### config.mk
export PLATFORM = sky130hd
export DESIGN_NAME = bank_switching_mapper_with_irq_counter_unit
export DESIGN_NICKNAME = d
export VERILOG_FILES = /design/src/rtl/core/bsm_pkg.sv /design/src/rtl/core/bsm_regs.sv /design/src/rtl/core/bsm_xlate.sv /design/src/rtl/core/bank_switching_mapper_with_irq_counter_unit.sv
export SDC_FILE = /design/constraint.sdc
export NUM_CORES = 1
export LEC_CHECK = 0
export BUFFER_PORTS_ARGS = -buffer_cell sky130_fd_sc_hd__buf_2
export CAP_MARGIN = 10
export CELL_PAD_IN_SITES_DETAIL_PLACEMENT = 0
export CELL_PAD_IN_SITES_GLOBAL_PLACEMENT = 1
export CORE_MARGIN = 4
export CORE_UTILIZATION = 25
export DETAILED_ROUTE_END_ITERATION = 10
export PLACE_DENSITY = 0.46
export SYNTH_ARGS = -nofsm -noshare
export SYNTH_HDL_FRONTEND = slang
export SYNTH_SLANG_ARGS = --single-unit
export TNS_END_PERCENT = 1
### constraint.sdc
create_clock -name clk -period 2.88 [get_ports clk]
set_input_delay 0.288 -clock clk [delete_from_list [all_inputs] [get_ports clk]]
set_output_delay 0.288 -clock clk [all_outputs]
set_load 0.02 [all_outputs]
### src/rtl/core/bsm_pkg.sv
// ----------------------------------------------------------------------------
// bsm_pkg
// Shared types and constants of the bank switching mapper: item kinds,
// lookup targets, register indexes, and the bank state and status bundles.
// ----------------------------------------------------------------------------
package bsm_pkg;

    typedef enum logic [2:0] {
        KIND_INDEX = 3'd0,
        KIND_DATA  = 3'd1,
        KIND_TICK  = 3'd2,
        KIND_CPU   = 3'd3,
        KIND_PPU   = 3'd4
    } kind_t;

    typedef enum logic [2:0] {
        TGT_PRG_ROM  = 3'd0,
        TGT_PRG_RAM  = 3'd1,
        TGT_OPEN_BUS = 3'd2,
        TGT_CHR_ROM  = 3'd3,
        TGT_CHR_RAM  = 3'd4,
        TGT_NONE     = 3'd5
    } tgt_t;

    // configuration port indexes
    localparam logic [2:0] CFG_PRG_AND = 3'd0;
    localparam logic [2:0] CFG_PRG_OR  = 3'd1;
    localparam logic [2:0] CFG_CHR_AND = 3'd2;
    localparam logic [2:0] CFG_CHR_OR  = 3'd3;
    localparam logic [2:0] CFG_RAM_ON  = 3'd4;
    localparam logic [2:0] CFG_CHR_ROM = 3'd5;

    // internal register file indexes
    localparam logic [3:0] REG_CHR_FIRST = 4'h0;
    localparam logic [3:0] REG_CHR_LAST  = 4'h7;
    localparam logic [3:0] REG_PRG_FIRST = 4'h8;
    localparam logic [3:0] REG_PRG_LAST  = 4'hB;
    localparam logic [3:0] REG_MIRROR    = 4'hC;
    localparam logic [3:0] REG_IRQ_CTRL  = 4'hD;
    localparam logic [3:0] REG_CNT_LO    = 4'hE;
    localparam logic [3:0] REG_CNT_HI    = 4'hF;

    localparam logic [7:0] PRG_BANK_LAST = 8'hFF;
    localparam logic [7:0] PRG_BANK3_RST = 8'hFE;

    typedef struct packed {
        logic [7:0][7:0] chr;
        logic [3:0][7:0] prg;
        logic [7:0]      prg_and;
        logic [7:0]      prg_or;
        logic [7:0]      chr_and;
        logic [7:0]      chr_or;
        logic            ram_on;
        logic            chr_rom;
    } bsm_banks_t;

    typedef struct packed {
        logic       irq;
        logic [1:0] mirror;
    } bsm_status_t;

endpackage

### src/rtl/core/bsm_regs.sv
// ----------------------------------------------------------------------------
// bsm_regs
// Register file of the mapper: configuration, bank registers, mirroring,
// irq control and the 16-bit irq down counter. Updated once per transaction.
// ----------------------------------------------------------------------------
module bsm_regs (
    input  logic                clk,
    input  logic                rst_n,
    input  logic                cfg_write,
    input  logic [2:0]          cfg_index,
    input  logic [7:0]          cfg_data,
    input  logic                step,
    input  logic [2:0]          kind,
    input  logic [7:0]          value,
    output bsm_pkg::bsm_banks_t banks,
    output bsm_pkg::bsm_status_t status_next
);
    import bsm_pkg::*;

    bsm_banks_t  banks_reg;
    bsm_banks_t  banks_next;
    logic [3:0]  sel_reg;
    logic [3:0]  sel_next;
    logic [1:0]  mirror_reg;
    logic [1:0]  mirror_next;
    logic [1:0]  ctrl_reg;
    logic [1:0]  ctrl_next;
    logic [15:0] cnt_reg;
    logic [15:0] cnt_next;
    logic        irq_reg;
    logic        irq_next;

    always_comb
    begin
        banks_next  = banks_reg;
        sel_next    = sel_reg;
        mirror_next = mirror_reg;
        ctrl_next   = ctrl_reg;
        cnt_next    = cnt_reg;
        irq_next    = irq_reg;

        if (cfg_write)
        begin
            unique case (cfg_index)
                CFG_PRG_AND: banks_next.prg_and = cfg_data;
                CFG_PRG_OR:  banks_next.prg_or  = cfg_data;
                CFG_CHR_AND: banks_next.chr_and = cfg_data;
                CFG_CHR_OR:  banks_next.chr_or  = cfg_data;
                CFG_RAM_ON:  banks_next.ram_on  = cfg_data[0];
                CFG_CHR_ROM: banks_next.chr_rom = cfg_data[0];
                default:     ;
            endcase
        end

        if (step)
        begin
            unique case (kind)
                KIND_INDEX: sel_next = value[3:0];
                KIND_DATA:
                begin
                    unique case (sel_reg) inside
                        [REG_CHR_FIRST:REG_CHR_LAST]: banks_next.chr[sel_reg[2:0]] = value;
                        [REG_PRG_FIRST:REG_PRG_LAST]: banks_next.prg[sel_reg[1:0]] = value;
                        REG_MIRROR:   mirror_next = value[1:0];
                        REG_IRQ_CTRL:
                        begin
                            ctrl_next = {value[7], value[0]};
                            irq_next  = 1'b0;
                        end
                        REG_CNT_LO:   cnt_next = {cnt_reg[15:8], value};
                        REG_CNT_HI:   cnt_next = {value, cnt_reg[7:0]};
                        default:      ;
                    endcase
                end
                KIND_TICK:
                begin
                    if (ctrl_reg[1])
                    begin
                        cnt_next = cnt_reg - 16'd1;
                        if (cnt_next == 16'd0 && ctrl_reg[0])
                        begin
                            irq_next = 1'b1;
                        end
                    end
                end
                default: ;
            endcase
        end
    end

    always_ff @(posedge clk or negedge rst_n)
    begin
        if (!rst_n)
        begin
            for (int i = 0; i < 8; i++)
            begin
                banks_reg.chr[i] <= 8'(i);
            end
            banks_reg.prg[0]  <= 8'h00;
            banks_reg.prg[1]  <= 8'h00;
            banks_reg.prg[2]  <= 8'h01;
            banks_reg.prg[3]  <= PRG_BANK3_RST;
            banks_reg.prg_and <= 8'hFF;
            banks_reg.prg_or  <= 8'h00;
            banks_reg.chr_and <= 8'hFF;
            banks_reg.chr_or  <= 8'h00;
            banks_reg.ram_on  <= 1'b0;
            banks_reg.chr_rom <= 1'b1;
            sel_reg           <= 4'h0;
            mirror_reg        <= 2'd0;
            ctrl_reg          <= 2'd0;
            cnt_reg           <= 16'h0000;
            irq_reg           <= 1'b0;
        end
        else
        begin
            banks_reg  <= banks_next;
            sel_reg    <= sel_next;
            mirror_reg <= mirror_next;
            ctrl_reg   <= ctrl_next;
            cnt_reg    <= cnt_next;
            irq_reg    <= irq_next;
        end
    end

    assign banks              = banks_reg;
    assign status_next.irq    = irq_next;
    assign status_next.mirror = mirror_next;

endmodule

### src/rtl/core/bsm_xlate.sv
// ----------------------------------------------------------------------------
// bsm_xlate
// Address translation for cpu and ppu lookups: bank selection, AND/OR bank
// masking, work ram and open bus decode in the 0x6000 window.
// ----------------------------------------------------------------------------
module bsm_xlate (
    input  logic                kind_lookup_cpu,
    input  logic                kind_lookup_ppu,
    input  logic [15:0]         address,
    input  bsm_pkg::bsm_banks_t banks,
    output bsm_pkg::tgt_t       target,
    output logic [20:0]         mapped_address
);
    import bsm_pkg::*;

    logic [7:0] prg_raw;
    logic [7:0] prg_bank;
    logic [7:0] chr_bank;
    logic [1:0] prg_idx;
    logic [7:0] p0;
    logic [5:0] ram_bank;

    assign p0       = banks.prg[0];
    assign prg_idx  = address[14:13] + 2'd1;
    assign ram_bank = banks.ram_on ? p0[5:0] : 6'd0;
    assign chr_bank = (banks.chr[address[12:10]] & banks.chr_and) | banks.chr_or;

    always_comb
    begin
        case (address[15:13])
            3'd3:    prg_raw = {2'b00, p0[5:0]};
            3'd7:    prg_raw = PRG_BANK_LAST;
            default: prg_raw = banks.prg[prg_idx];
        endcase
    end

    assign prg_bank = (prg_raw & banks.prg_and) | banks.prg_or;

    always_comb
    begin
        target         = TGT_NONE;
        mapped_address = 21'd0;
        if (kind_lookup_cpu)
        begin
            if (address[15:13] == 3'd3 && p0[6])
            begin
                if (p0[7])
                begin
                    target         = TGT_PRG_RAM;
                    mapped_address = {2'b00, ram_bank, address[12:0]};
                end
                else
                begin
                    target = TGT_OPEN_BUS;
                end
            end
            else if (address[15] || address[14:13] == 2'd3)
            begin
                target         = TGT_PRG_ROM;
                mapped_address = {prg_bank, address[12:0]};
            end
        end
        else if (kind_lookup_ppu)
        begin
            if (address[15:13] == 3'd0)
            begin
                target         = banks.chr_rom ? TGT_CHR_ROM : TGT_CHR_RAM;
                mapped_address = {3'b000, chr_bank, address[9:0]};
            end
        end
    end

endmodule

### src/rtl/core/bank_switching_mapper_with_irq_counter_unit.sv
// ----------------------------------------------------------------------------
// bank_switching_mapper_with_irq_counter_unit
// Cartridge mapper with index/data register file and irq down counter.
//
// Input channel (in_valid, in_stall, kind, value, address) carries one bus
// event per transaction: index write, data write, cpu tick, cpu lookup or
// ppu lookup. Output channel (out_valid, out_stall, irq_asserted,
// mirror_mode, target, mapped_address) returns exactly one result per input
// transaction, in order, showing irq line and mirroring after the event.
// Each event passes one input register, then the register file update and
// translation logic feed the result register. Throughput is one transaction
// per clock while out_stall is low; the register file updates as an item
// moves into the result register, so the next item sees its effect with no
// bubble. A stalled result holds; the input register still takes one more
// transaction, after which in_stall follows out_stall.
// Configuration writes (cfg_write, cfg_index, cfg_data) take effect on the
// clock edge; the user makes them while no transaction is in flight, which
// the block does not enforce. Reset (rst_n low, asynchronous) empties both
// registers and restores the default bank, mask, mirroring and irq state.
// ----------------------------------------------------------------------------
module bank_switching_mapper_with_irq_counter_unit (
    input  logic        clk,
    input  logic        rst_n,
    input  logic        cfg_write,
    input  logic [2:0]  cfg_index,
    input  logic [7:0]  cfg_data,
    input  logic        in_valid,
    output logic        in_stall,
    input  logic [2:0]  kind,
    input  logic [7:0]  value,
    input  logic [15:0] address,
    output logic        out_valid,
    input  logic        out_stall,
    output logic        irq_asserted,
    output logic [1:0]  mirror_mode,
    output logic [2:0]  target,
    output logic [20:0] mapped_address
);
    import bsm_pkg::*;

    logic        in_valid_reg;
    logic [2:0]  kind_reg;
    logic [7:0]  value_reg;
    logic [15:0] address_reg;
    logic        out_valid_reg;
    logic        irq_reg;
    logic [1:0]  mirror_reg;
    tgt_t        tgt_reg;
    logic [20:0] maddr_reg;

    logic        out_advance;
    logic        fire;
    logic        in_load;
    bsm_banks_t  banks;
    bsm_status_t status_next;
    tgt_t        tgt_next;
    logic [20:0] maddr_next;

    assign out_advance = !out_valid_reg || !out_stall;
    assign fire        = in_valid_reg && out_advance;
    assign in_load     = !in_valid_reg || out_advance;
    assign in_stall    = !in_load;

    bsm_regs u_regs (
        .clk         (clk),
        .rst_n       (rst_n),
        .cfg_write   (cfg_write),
        .cfg_index   (cfg_index),
        .cfg_data    (cfg_data),
        .step        (fire),
        .kind        (kind_reg),
        .value       (value_reg),
        .banks       (banks),
        .status_next (status_next)
    );

    bsm_xlate u_xlate (
        .kind_lookup_cpu (kind_reg == KIND_CPU),
        .kind_lookup_ppu (kind_reg == KIND_PPU),
        .address         (address_reg),
        .banks           (banks),
        .target          (tgt_next),
        .mapped_address  (maddr_next)
    );

    always_ff @(posedge clk or negedge rst_n)
    begin
        if (!rst_n)
        begin
            in_valid_reg  <= 1'b0;
            out_valid_reg <= 1'b0;
        end
        else
        begin
            if (in_load)
            begin
                in_valid_reg <= in_valid;
            end
            if (out_advance)
            begin
                out_valid_reg <= in_valid_reg;
            end
        end
    end

    always_ff @(posedge clk)
    begin
        if (in_load && in_valid)
        begin
            kind_reg    <= kind;
            value_reg   <= value;
            address_reg <= address;
        end
        if (fire)
        begin
            irq_reg    <= status_next.irq;
            mirror_reg <= status_next.mirror;
            tgt_reg    <= tgt_next;
            maddr_reg  <= maddr_next;
        end
    end

    assign out_valid      = out_valid_reg;
    assign irq_asserted   = irq_reg;
    assign mirror_mode    = mirror_reg;
    assign target         = tgt_reg;
    assign mapped_address = maddr_reg;

endmodule
==> flow_summary_export.csv <==
group,metric,value,unit
outcome,status,"finished clean",
global_routing,grt_antenna_before_repair,0,
timing,period_share,80.4,%
power,p_int,6130,uW
worst_setup_path,end_kind,"flip-flop",
clocking,cts.sinks,211,
cells_and_area,nets,827,
worst_setup_path,critPathMaxStageDelay,0.56,ns
worst_setup_path,reg2reg_to,"irq_asserted",
logic_synthesis,syn_area,9530,sq um
worst_setup_path,worst_r2r_path_depth,5,
die,die_w,203,um
clocking,postCtsSetupBuffers,0,
worst_setup_path,crit_buf_inv,0,
place,dp_hpwl,17.0,mm
worst_setup_path,reg2reg_slack,0.57,ns
cells_and_area,fill_cells,3769,
job,maxCapViolations,0,
clocking,cts_tree,"yes",
logic_synthesis,synth-async-reset-ratio,74.4,%
worst_setup_path,r2r-start,"u_regs.cnt_reg[4]",
timing,rsz0062_at_grt,"no",
logic_synthesis,syn_avg_cell_area,14.3,sq um
cells_and_area,largest_reg_flops,130,
worst_setup_path,worstSetupStartpointType,"flip-flop",
worst_setup_path,critical-path-top-delay-family,"compound AO/OA/AOI/OAI gates",
worst_setup_path,cp.required,3.20,ns
die,dieArea,41300,sq um
clocking,clockBufferDepth,3,
logic_synthesis,synth.area.top_cells,"dfrtp_1 (32%), mux2_2 (17%), edfxtp_1 (17%)",
die,core_region_area,37700,sq um
worst_setup_path,arrival,2.64,ns
worst_setup_path,path_class,"reg -> reg",
hold_path,hp-class,"in -> reg",
global_routing,grt_pass1_wl,39.3,mm
logic_synthesis,synth_edf_count,54,
worst_setup_path,path_cells,"nor4_1 > nand2b_1 > a2111oi_0 > o22ai_1 > o31ai_1",
power,power.share.clock,38.6,%
clocking,cts-root-buf,"clkbuf_16",
hold_path,worstHoldPathCells,2,
global_routing,grt_pass1_vias,6487,
timing,fmax,432,MHz
logic_synthesis,ys_warn_count,0,
routing,drt_iter0_markers,292,
logic_synthesis,synth_cell_types,65,
cells_and_area,drive_above_1_share,45.3,%
worst_setup_path,cp_max_fo,10,
routing,routedWlPerCell,19.0,um
logic_synthesis,yosysSeqAreaShare,58.7,%
global_routing,grt_max_degree,106,
place,place.gp.congestion,0.792,
clocking,ctsHoldBuffers,30,
routing,dr.pass1.iters,4,
logic_synthesis,synth_area_leader_cell,"dfrtp_1",
timing,relSlewSlack,42.2,%
timing,setup_tns,0,ns
cells_and_area,mostFrequentLayoutCell,"mux2_2",
clocking,cts_made_buffers,26,
power,power_switching,2080,uW
clocking,cts_resized,0,
hold_path,hold_end,"u_regs.banks[30]",
clocking,htree_levels,1,
global_routing,overflow,0,
hold_path,min_from,"cfg_data[4]",
routing,ant_nets,0,
timing,setup_viol,0,
power,switching_share,25.4,%
clocking,path_clk_slew,0.06,ns
timing,hold_violations,0,
routing,routed_wl,24.9,mm
logic_synthesis,syn_inst,667,
power,ir_worst_vdd,0.266,mV
timing,period_minus_slack,2.31,ns
logic_synthesis,synth-seq-cells,211,
die,row_count,71,
cells_and_area,area_delta_synth_final,22.6,%
logic_synthesis,synth_top_area_share,31.5,%
power,combPwrFrac,13.5,%
power,seq_power_share,47.9,%
timing,tightest_slew,0.866,ns
die,initial_core_util,25.3,%
place,numPortBuffers,71,
die,fp.dieH,203,um
power,powerDensity,703,nW/um^2
logic_synthesis,syn-num-nets,714,
power,leakage,0.00485,uW
cells_and_area,n_antenna_cell,0,
global_routing,grtUsageTotal,12.0,%
timing,skew,0.0115,ns
timing,final_max_slew_viol_count,0,
cells_and_area,fin_util,31.0,%
die,io_pins,72,
routing,drc,0,
cells_and_area,layout_common_cells,"mux2_2 (146), dfrtp_1 (120), buf_2 (70), edfxtp_1 (54), dfstp_2 (37)",
routing,vias,6029,
logic_synthesis,ys.flop_type,"dfrtp_1",
routing,vias_per_cell,4.60,
worst_setup_path,crit_slowest_cell,"nor4_1",
clocking,clk_latency,0.52,ns
-- cell usage after synthesis (all sizes together) (12+ instances only) --
library cell,number
mux4,24
edfxtp,54
clkbuf,26
a21oi,24
mux2,146
dfrtp,120
inv,19
nor3,12
and2,12
o21ai,36
nor2,13
nand2,27
dfstp,37
-- metal layers --
| metal | track usage, % | vias to the layer above | part of all wire [%] |
|---|---|---|---|
| met4 | 2.79 | 0 | 1.8 |
| met3 | 1.96 | 33 | 4.4 |
| li1 | - | 2748 | - |
| met5 | 0 | - | 0 |
| met1 | 16.8 | 3112 | 46 |
| met2 | 19.8 | 136 | 48 |
-- power by group through the flow --
stage | clock network [uW] | registers [uW] | logic [uW]
floorplan | 0 | 3850 | 810
global placement | 0 | 3940 | 1070
detailed placement | 0 | 3980 | 1100
CTS | 3280 | 3930 | 1130
global route | 3410 | 3990 | 1220
finish | 3170 | 3930 | 1110
-- worst max-delay path by stage --
stage,start,end,slack (ns),cells after the start
2_1_floorplan,address_reg[13],mapped_address[17],0.35,8
3_3_place_gp,u_regs.cnt_reg[4],irq_asserted,0.56,5
6_report,u_regs.cnt_reg[4],irq_asserted,0.57,5
4_1_cts,u_regs.cnt_reg[4],irq_asserted,0.55,5
3_5_place_dp,u_regs.cnt_reg[2],irq_asserted,0.58,5
5_1_grt,u_regs.cnt_reg[4],irq_asserted,0.11,5
-- stage by stage --
step | worst slack (ns) | total power (uW) | hold slack [ns] | std cells | area, sq um
floorplan | 0.352 | 4660 | -0.00759 | 667 | 9530
global placement | 0.564 | 5010 | 0.0737 | 1233 | 10500
detailed placement | 0.580 | 5080 | 0.0737 | 1233 | 10500
CTS | 0.551 | 8350 | 0.0437 | 1311 | 11700
global route | 0.113 | 8630 | 0.0514 | 1311 | 11700
finish | 0.565 | 8210 | 0.0624 | 1311 | 11700
-- kinds of logic after synthesis --
logic type | share of synthesized area [%]
flops | 58.7
fa+ha+maj | 0.525
simple gates | 7.95
compound gates | 7.49
xor+xnor | 0.276
buf+inv | 2.09
mux | 22.9
-- worst reg2reg max path: cells and delay by family (launching register included) --
| family | cells | cell delay [ns] |
|---|---|---|
| compound gates | 3 | 0.85 |
| simple gates | 2 | 0.79 |
| flops | 1 | 0.48 |
-- area by class of cell --
class                           count  area [sq um]  share of cell area (%)
Sequential cell                   211          5600                    47.9
Multi-Input combinational cell    405          3730                    31.9
Clock buffer                       40           816                    6.98
Timing Repair Buffer              117           795                    6.80
Tap cell                          511           639                    5.47
Inverter                           19          71.3                   0.610
Clock inverter                      8          35.0                   0.300
Power figures use the tool's default switching activity.
